===== config.mk =====
export PLATFORM = sky130hd
export DESIGN_NAME = tccw_ctrl
export DESIGN_NICKNAME = d
export VERILOG_FILES = /design/src/tccw_pkg.sv /design/src/tccw_ctrl.sv
export SDC_FILE = /design/constraint.sdc
export NUM_CORES = 1
export LEC_CHECK = 0
export ABC_AREA = 1
export BUFFER_PORTS_ARGS = -buffer_cell sky130_fd_sc_hd__buf_2
export CAP_MARGIN = 20
export CORE_UTILIZATION = 35
export DETAILED_ROUTE_END_ITERATION = 10
export SYNTH_ARGS = -nofsm -noshare
export SYNTH_HDL_FRONTEND = slang
export SYNTH_SLANG_ARGS = --single-unit

===== constraint.sdc =====
create_clock -name clk -period 2.8 [get_ports clk]
set_clock_uncertainty 0.1 [all_clocks]
set_input_delay 0 -clock clk [delete_from_list [all_inputs] [get_ports clk]]
set_output_delay 0 -clock clk [all_outputs]
set_load 0.02 [all_outputs]

===== src/tccw_pkg.sv =====
`timescale 1ns / 1ps
// Package for the text console character writer: transfer structs, codes,
// controller states and the command/status structs. Depends on nothing.

package tccw_pkg;

    // Default screen geometry and tab spacing.
    localparam int COLUMNS_DEF   = 80;
    localparam int ROWS_DEF      = 25;
    localparam int TAB_CELLS_DEF = 4;

    // Attribute byte after reset.
    localparam logic [7:0] COLOR_RESET = 8'd7;

    // Control characters.
    localparam logic [7:0] CH_BS   = 8'h08;
    localparam logic [7:0] CH_TAB  = 8'h09;
    localparam logic [7:0] CH_LF   = 8'h0A;
    localparam logic [7:0] CH_VTAB = 8'h0B;
    localparam logic [7:0] CH_CR   = 8'h0D;

    typedef struct packed {
        logic        mode;
        logic [7:0]  character;
        logic [10:0] read_index;
    } item_t;

    typedef struct packed {
        logic [10:0] cursor_cell;
        logic        scrolled;
        logic [7:0]  cell_character;
        logic [7:0]  cell_color;
    } result_t;

    typedef enum logic [2:0] {
        MV_NONE,
        MV_INC,
        MV_DEC,
        MV_LF,
        MV_VT,
        MV_CR,
        MV_LAST_ROW
    } move_t;

    typedef enum logic [2:0] {
        K_READ,
        K_TAB,
        K_VT,
        K_CR,
        K_LF,
        K_BS,
        K_PRINT
    } kind_t;

    typedef enum logic [2:0] {
        ST_CLEAR,
        ST_IDLE,
        ST_READ,
        ST_TAB,
        ST_COPY,
        ST_WIPE,
        ST_PUT
    } state_t;

    typedef struct packed {
        move_t move;
        logic  load_item;
        logic  rd_cell;
        logic  rd_copy;
        logic  wr_zero;
        logic  wr_char;
        logic  use_held;
        logic  idx_clr;
        logic  idx_inc;
        logic  emit;
        logic  emit_read;
        logic  scrolled;
    } ctl_cmd_t;

    typedef struct packed {
        kind_t kind;
        logic  at_end;
        logic  tab_stop;
        logic  idx_copy_end;
        logic  idx_last;
    } dp_status_t;

endpackage


===== src/tccw_ctrl.sv =====
`timescale 1ns / 1ps
// Controller state machine of the console writer.
// Depends on tccw_pkg; drives the datapath through ctl_cmd_t.

module tccw_ctrl import tccw_pkg::*; (
    input  logic       clk,
    input  logic       rst_n,
    input  logic       start,
    input  dp_status_t status,
    output logic       busy,
    output ctl_cmd_t   cmd
);

    state_t state_reg;
    state_t state_next;

    always_ff @(posedge clk or negedge rst_n)
    begin
        if (!rst_n)
        begin
            state_reg <= ST_CLEAR;
        end
        else
        begin
            state_reg <= state_next;
        end
    end

    always_comb
    begin
        cmd        = '0;
        cmd.move   = MV_NONE;
        state_next = state_reg;
        case (state_reg)
            ST_CLEAR:
            begin
                cmd.wr_zero = 1'b1;
                cmd.idx_inc = 1'b1;
                if (status.idx_last)
                begin
                    state_next = ST_IDLE;
                end
            end
            ST_IDLE:
            begin
                if (start)
                begin
                    cmd.load_item = 1'b1;
                    case (status.kind)
                        K_READ:
                        begin
                            cmd.rd_cell = 1'b1;
                            state_next  = ST_READ;
                        end
                        K_TAB:
                        begin
                            if (status.at_end)
                            begin
                                cmd.emit = 1'b1;
                            end
                            else
                            begin
                                cmd.move   = MV_INC;
                                state_next = ST_TAB;
                            end
                        end
                        K_VT:
                        begin
                            cmd.move = MV_VT;
                            cmd.emit = 1'b1;
                        end
                        K_LF:
                        begin
                            cmd.move = MV_LF;
                            cmd.emit = 1'b1;
                        end
                        K_CR:
                        begin
                            cmd.move = MV_CR;
                            cmd.emit = 1'b1;
                        end
                        K_BS:
                        begin
                            cmd.move = MV_DEC;
                            cmd.emit = 1'b1;
                        end
                        default:
                        begin
                            if (status.at_end)
                            begin
                                cmd.idx_clr = 1'b1;
                                state_next  = ST_COPY;
                            end
                            else
                            begin
                                cmd.wr_char = 1'b1;
                                cmd.move    = MV_INC;
                                cmd.emit    = 1'b1;
                            end
                        end
                    endcase
                end
            end
            ST_READ:
            begin
                cmd.emit      = 1'b1;
                cmd.emit_read = 1'b1;
                state_next    = ST_IDLE;
            end
            ST_TAB:
            begin
                if (status.tab_stop || status.at_end)
                begin
                    cmd.emit   = 1'b1;
                    state_next = ST_IDLE;
                end
                else
                begin
                    cmd.move = MV_INC;
                end
            end
            ST_COPY:
            begin
                // The last copy write drains here while no new read is issued.
                if (status.idx_copy_end)
                begin
                    state_next = ST_WIPE;
                end
                else
                begin
                    cmd.rd_copy = 1'b1;
                    cmd.idx_inc = 1'b1;
                end
            end
            ST_WIPE:
            begin
                cmd.wr_zero = 1'b1;
                cmd.idx_inc = 1'b1;
                if (status.idx_last)
                begin
                    cmd.move   = MV_LAST_ROW;
                    state_next = ST_PUT;
                end
            end
            ST_PUT:
            begin
                cmd.wr_char  = 1'b1;
                cmd.use_held = 1'b1;
                cmd.move     = MV_INC;
                cmd.emit     = 1'b1;
                cmd.scrolled = 1'b1;
                state_next   = ST_IDLE;
            end
            default:
            begin
                state_next = ST_IDLE;
            end
        endcase
    end

    assign busy = (state_reg != ST_IDLE);

endmodule


==> results of run 1 <==
metal layers:
metal,wire [um],track usage [%],vias up
met3,56,5.000,0
met4,0,0,0
li1,-,-,357
met1,694,27.69,297
met2,645,30.56,21
met5,0,0,-
cell families after synthesis:
family | after synthesis | synth area share [%]
and+or+nand+nor | 65 | 59.57
AOI/OAI and AO/OA | 9 | 10.41
xor gates and xnor gates | 1 | 1.695
DFF | 3 | 14.53
buffers and inverters | 17 | 13.80
layout make-up:
type | count | share of cell area, %
clock buffers | 4 | 3.825
flip-flops and latches | 3 | 10.93
multi-input cells | 75 | 53.92
inverters | 15 | 8.197
well taps | 15 | 2.732
repair buffers | 26 | 20.40
worst reg2reg max path, stage by stage, from the launching register on:
cell and delay, ps:
dfrtp_1 460, inv_2 190, nor2_2 50, nand2_2 80, nand2_1 60, nor2_1 110
nand3_1 80, nand2_1 60, nand2_1 40
per-stage QoR:
step           setup slack [ps]  hold slack, ps  power (mW)  utilization (%)
2_1_floorplan              1392          -395.6      0.4505                -
3_3_place_gp               1455          -303.1      0.5655            48.03
6_report                   1221           47.92      0.6458            51.50
5_1_grt                    1108           57.24      0.7130            51.50
4_1_cts                    1205           28.72      0.6517            51.50
3_5_place_dp               1459          -303.1      0.5697            48.03
power breakdown:
group | switching, mW | total [mW] | internal (mW)
logic | 0.311 | 0.468 | 0.157
clock network | 0.0217 | 0.0750 | 0.0534
registers | 0.0392 | 0.103 | 0.0639
how the worst max path moves through the flow:
stage | endpoint | slack, ps | depth (start not counted)
floorplan | cmd[12] | 1390 | 6
global placement | state_reg[0] | 1450 | 6
detailed placement | cmd[13] | 1460 | 7
CTS | cmd[13] | 1200 | 7
global route | cmd[12] | 1110 | 7
finish | cmd[13] | 1220 | 7
cells in the final DEF (no fill, tap or decap), types with 3 or more instances in the layout:
cell type	netlist	final
a21oi_1	3	3
buf_2	0	24
clkbuf_4	0	3
dfrtp_1	3	3
inv_1	9	9
inv_2	6	6
nand2_1	27	27
nand3_1	14	14
nor2_1	13	13
nor2_2	4	4
==> results.yml, run 1 <==
synthesis:
  avgSynthCellArea_um2: 5.439
  syn_nets: 105
  synth_area_leaders: "nand2_1 20%, dfrtp_1 15%, nand3_1 14%"
  synth-edff-count: 0
  synth.distinct_cells: 20
  synth_warnings: 0
  synthCells: 95
  synth-seq-cells: 3
  synth.most_common_cell: "nand2_1"
  synth_flop_cell: "dfrtp_1"
  synth_commonest_cells: "27 x nand2_1, 14 x nand3_1, 13 x nor2_1, 9 x inv_1, 6 x inv_2"
  yosysTopAreaCellShare_pct: 19.61
  yosysTopAreaCell: "nand2_1"
  synth-seq-area-share_pct: 14.53
  synth_area_um2: 516.7
  async_flop_share_pct: 100.0
global_route:
  overflow: 0
  grt_max_degree: 8
  grt_pass1_wl_um: 2173
  first_global_vias: 514
  gr-usage-all-layers_pct: 19.37
  grt_antenna_before_repair: 0
min_path:
  hold_start: "status[2]"
  hp-class: "primary input to register"
  min_to: "state_reg[1]"
  whs_path_depth: 4
routing:
  drt_pass1_iterations: 4
  drtIter0Drc: 12
  antenna_left: 0
  wl_um: 1395
  vias_per_cell: 4.891
  routedWlPerCell_um: 10.11
  dr_total_vias: 675
  post-route-drc-count: 0
setup_path:
  critical_path.cell_chain: "inv_2 -> nor2_4 -> nand2_4 -> nor2_4 -> inv_2 -> o22ai_1 -> buf_2"
  worstSetupEndpointType: "output pin"
  cp_num_buf_inv: 3
  cp-startpoint: "state_reg[0]"
  cpMaxStageDelayCell: "dfrtp_1"
  cp_max_fo: 6
  r2r-start: "state_reg[2]"
  worstReg2RegEnd: "state_reg[0]"
  slowest_delay_ps: 450
  cp_top_family: "flip-flops"
  r2r_cells: 8
  arrival_ps: 1480
  rrSetupSlack_ps: 1450
  path_class: "register to output pin"
  worstPathRequired_ps: 2700
  worstSetupStartpointType: "register"
clocking:
  ctsHoldBuffers: 2
  htree_levels: 1
  clk_pin_slew_ps: 40
  cts_tree: "yes"
  post_cts_buffers: 0
  ctsResizeCount: 0
  cts_made_buffers: 3
  cts_sinks: 3
  clockBufferDepth: 2
  clockRootBuffer: "clkbuf_4"
  clk_latency_ps: 230
floorplanning:
  pin_count: 25
  core_mm2: 0.001334
  die_h_um: 40.43
  die_area_mm2: 0.001634
  rows: 13
  initial_core_util_pct: 38.74
  die_w_um: 40.43
final_layout:
  nFillCells: 160
  antennaDiodeCount: 0
  nNetsFinal: 134
  drive_gt1_share_pct: 35.77
  syn_to_final_growth_pct: 32.93
  layoutNonFillerInstCount: 138
  seq_area_um2: 75.07
  design_area_um2: 686.9
  multi_input_area_um2: 370.4
  largest_reg_flops: 3
power:
  ir_worst_vdd_mv: 0.5098
  power-per-cell-area_mw_per_mm2: 940.1
  p_leak_nw: 0.4199
timing:
  maxSlewViolCount: 0
  fin_crit_sh_pct: 56.39
  fin_setup_tns_ps: 0
  max_slew.worst_pin.slew_ps: 275.3
  slew_headroom_pct: 81.64
  fin_crit_ps: 1579
  rsz0062_at_grt: "false"
  fmax_mhz: 633.4
  hold_viol: 0
  finalSetupViolations: 0
status:
  status: "finished, final reports clean"
place:
  place_area_um2: 640.6
  port_buffers: 24
  gp_congestion: 0.8820
  place_inst: 132
  dp.final_hpwl_um: 1148
job:
  drv_cap: 0
Note: power is estimated with default switching activity, not from simulation.
==> run 2: changes to the inputs <==
- ABC_AREA: 1 -> 0
- CORE_AREA: unset -> 2 2 39 41
- CORE_UTILIZATION: 35 -> unset
- DIE_AREA: unset -> 0 0 41 43
- clock period: 2.8 -> 1.4 ns (I/O delays scaled with it)
==> run 2 against run 1 <==
Effect of this change:
- the flow now finishes with violations (setup timing)
- first-iteration DRC count did not move
- synthesized area is 18% lower
- worst hold slack improved by 67 ps
- register-to-register slack got worse by 1500 ps
- core utilization increased by 10 points
- non-clock buffer count increased by 15
- largest cell class unchanged
==> results.yml, run 2 <==
synthesis:
  avgSynthCellArea_um2: 7.313
  yosysTopAreaCell: "dfrtp_1"
  syn_nets: 68
  synth-edff-count: 0
  synthCells: 58
  synth_area_leaders: "dfrtp_1 18%, nand3b_1 7.1%, nor2b_1 5.9%"
  synth-seq-area-share_pct: 17.70
  synth.most_common_cell: "nor2_1"
  synth_commonest_cells: "6 x nor2_1, 4 x buf_2, 4 x nand3b_1, 4 x nor2b_1, 4 x nor3_1"
  yosysTopAreaCellShare_pct: 17.70
  synth_area_um2: 424.2
  synth_warnings: 0
  synth.distinct_cells: 31
  synth_flop_cell: "dfrtp_1"
  async_flop_share_pct: 100.0
  synth-seq-cells: 3
clocking:
  cts_tree: "yes"
  cts_made_buffers: 3
  clk_pin_slew_ps: 40
  htree_levels: 1
  clockBufferDepth: 2
  clk_latency_ps: 250
  clockRootBuffer: "clkbuf_4"
  cts_sinks: 3
routing:
  drt_pass1_iterations: 4
  antenna_left: 0
  routedWlPerCell_um: 14.88
  vias_per_cell: 5.265
  dr_total_vias: 595
  wl_um: 1681
  drtIter0Drc: 12
  post-route-drc-count: 0
floorplanning:
  rows: 14
  core_mm2: 0.001384
  initial_core_util_pct: 30.65
  pin_count: 25
  die_area_mm2: 0.001763
  die_w_um: 41
  die_h_um: 43
final_layout:
  mostFrequentLayoutCells: "13 x buf_6, 12 x buf_2, 12 x buf_4, 5 x nor2_1, 4 x nand3b_1"
  largest_reg_flops: 3
  antennaDiodeCount: 0
  syn_to_final_growth_pct: 102.1
  mostFrequentLayoutCell: "buf_6"
  seq_area_um2: 78.83
  design_area_um2: 857.1
  layoutNonFillerInstCount: 113
  multi_input_area_um2: 374.1
  nNetsFinal: 108
  final_util_pct: 61.93
  nFillCells: 122
  drive_gt1_share_pct: 60.82
setup_path:
  critical_path.cell_chain: "and4bb_4 -> buf_4 -> a22o_1 -> buf_6"
  worstPathRequired_ps: 1300
  cpMaxStageDelayCell: "dfrtp_2"
  rrSetupSlack_ps: -80
  arrival_ps: 1480
  path_class: "register to output pin"
  cp_max_fo: 5
  worstSetupEndpointType: "output pin"
  worstSetupStartpointType: "register"
  slowest_delay_ps: 450
min_path:
  hp-class: "primary input to register"
place:
  place_area_um2: 584.3
  place_inst: 98
  dp.final_hpwl_um: 913.7
  gp_congestion: 0.8200
  dp_worst_setup_slack_ps: 38.42
  port_buffers: 24
global_route:
  grt_pass1_wl_um: 2201
  grt_max_degree: 11
  grt_antenna_before_repair: 0
  first_global_vias: 494
  overflow: 0
  gr-usage-all-layers_pct: 18.66
power:
  ir_worst_vdd_mv: 0.9657
  power-per-cell-area_mw_per_mm2: 1866
  p_leak_nw: 0.3933
timing:
  fin_crit_ps: 1575
  setup_ws_ps: -175.1
  fmax_mhz: 634.9
  slew_headroom_pct: 66.54
  maxSlewViolCount: 0
  rsz0062_at_grt: "true"
  whs_ps: 114.5
  fin_crit_sh_pct: 112.5
  hold_viol: 0
  max_slew.worst_pin.slew_ps: 498.9
  finalSetupViolations: 14
status:
  status: "complete, but fails checks"
  failed_checks: "setup timing"
job:
  drv_cap: 0
==> run 2: cell types whose count changed in the layout (fill, tap and decap cells not counted), sizes merged, moves of 4 or more <==
cell    previous run  this run
nor3               0         4
nor2              19         6
nand3             15         0
nand3b             0         4
nand2             30         3
inv               15         3
nor2b              0         4
buf               24        38
==> run 2: final cells by class <==
type	instances	share of cell area, %
Timing Repair Buffer	41	40.44
Inverter	3	1.314
Sequential cell	3	9.197
Tap cell	16	2.336
Multi-Input combinational cell	46	43.65
Clock buffer	4	3.066
==> run 2: routing by layer <==
layer	global-route usage (%)	part of all wire [%]
met5	0	0
met4	10.00	1.0
met3	3.141	4.3
met2	29.38	53
met1	22.76	42
==> run 2: logic make-up after synthesis <==
logic type                after synthesis  synth area share [%]
AOI/OAI and AO/OA                      16                 26.55
and+or+nand+nor                        29                 41.89
buffers and inverters                   9                 11.80
xor gates and xnor gates                1                 2.065
DFF                                     3                 17.70
==> run 2: repair_timing <==
action	4_1_cts	5_1_grt
gates resized for setup	15	27
buffers inserted	4	4
setup endpoints to repair	12	10
hold endpoints to repair	4	0
pin swaps	4	9
hold buffers	3	0
==> run 2: worst max-delay path: cells and delay by family, from the launching register on <==
| kind | cells | cell delay, ps |
|---|---|---|
| compound gates | 1 | 160 |
| buf+inv | 2 | 250 |
| flops | 1 | 450 |
| simple gates | 1 | 380 |
==> run 2: power breakdown <==
group	leakage, nW	internal (mW)	switching (mW)
combinational	0.345	0.633	0.594
clock	0.0150	0.108	0.0587
sequential	0.0335	0.130	0.0764
==> run 2: stage by stage <==
step           TNS, ps  total power, mW
2_1_floorplan        0           0.7418
3_3_place_gp         0            1.010
3_5_place_dp         0            1.013
4_1_cts         -556.3            1.306
5_1_grt          -1987            1.689
6_report         -1439            1.599
==> run 2: final timing paths <==
check                              from           end  depth (start not counted)
max                        state_reg[2]        cmd[2]                          4
min                           status[0]  state_reg[0]                          3
max reg2reg                state_reg[2]  state_reg[1]                          5
min reg2reg                state_reg[1]  state_reg[2]                          2
max in group asynchronous         rst_n  state_reg[2]                          3
min in group asynchronous         rst_n  state_reg[1]                          3
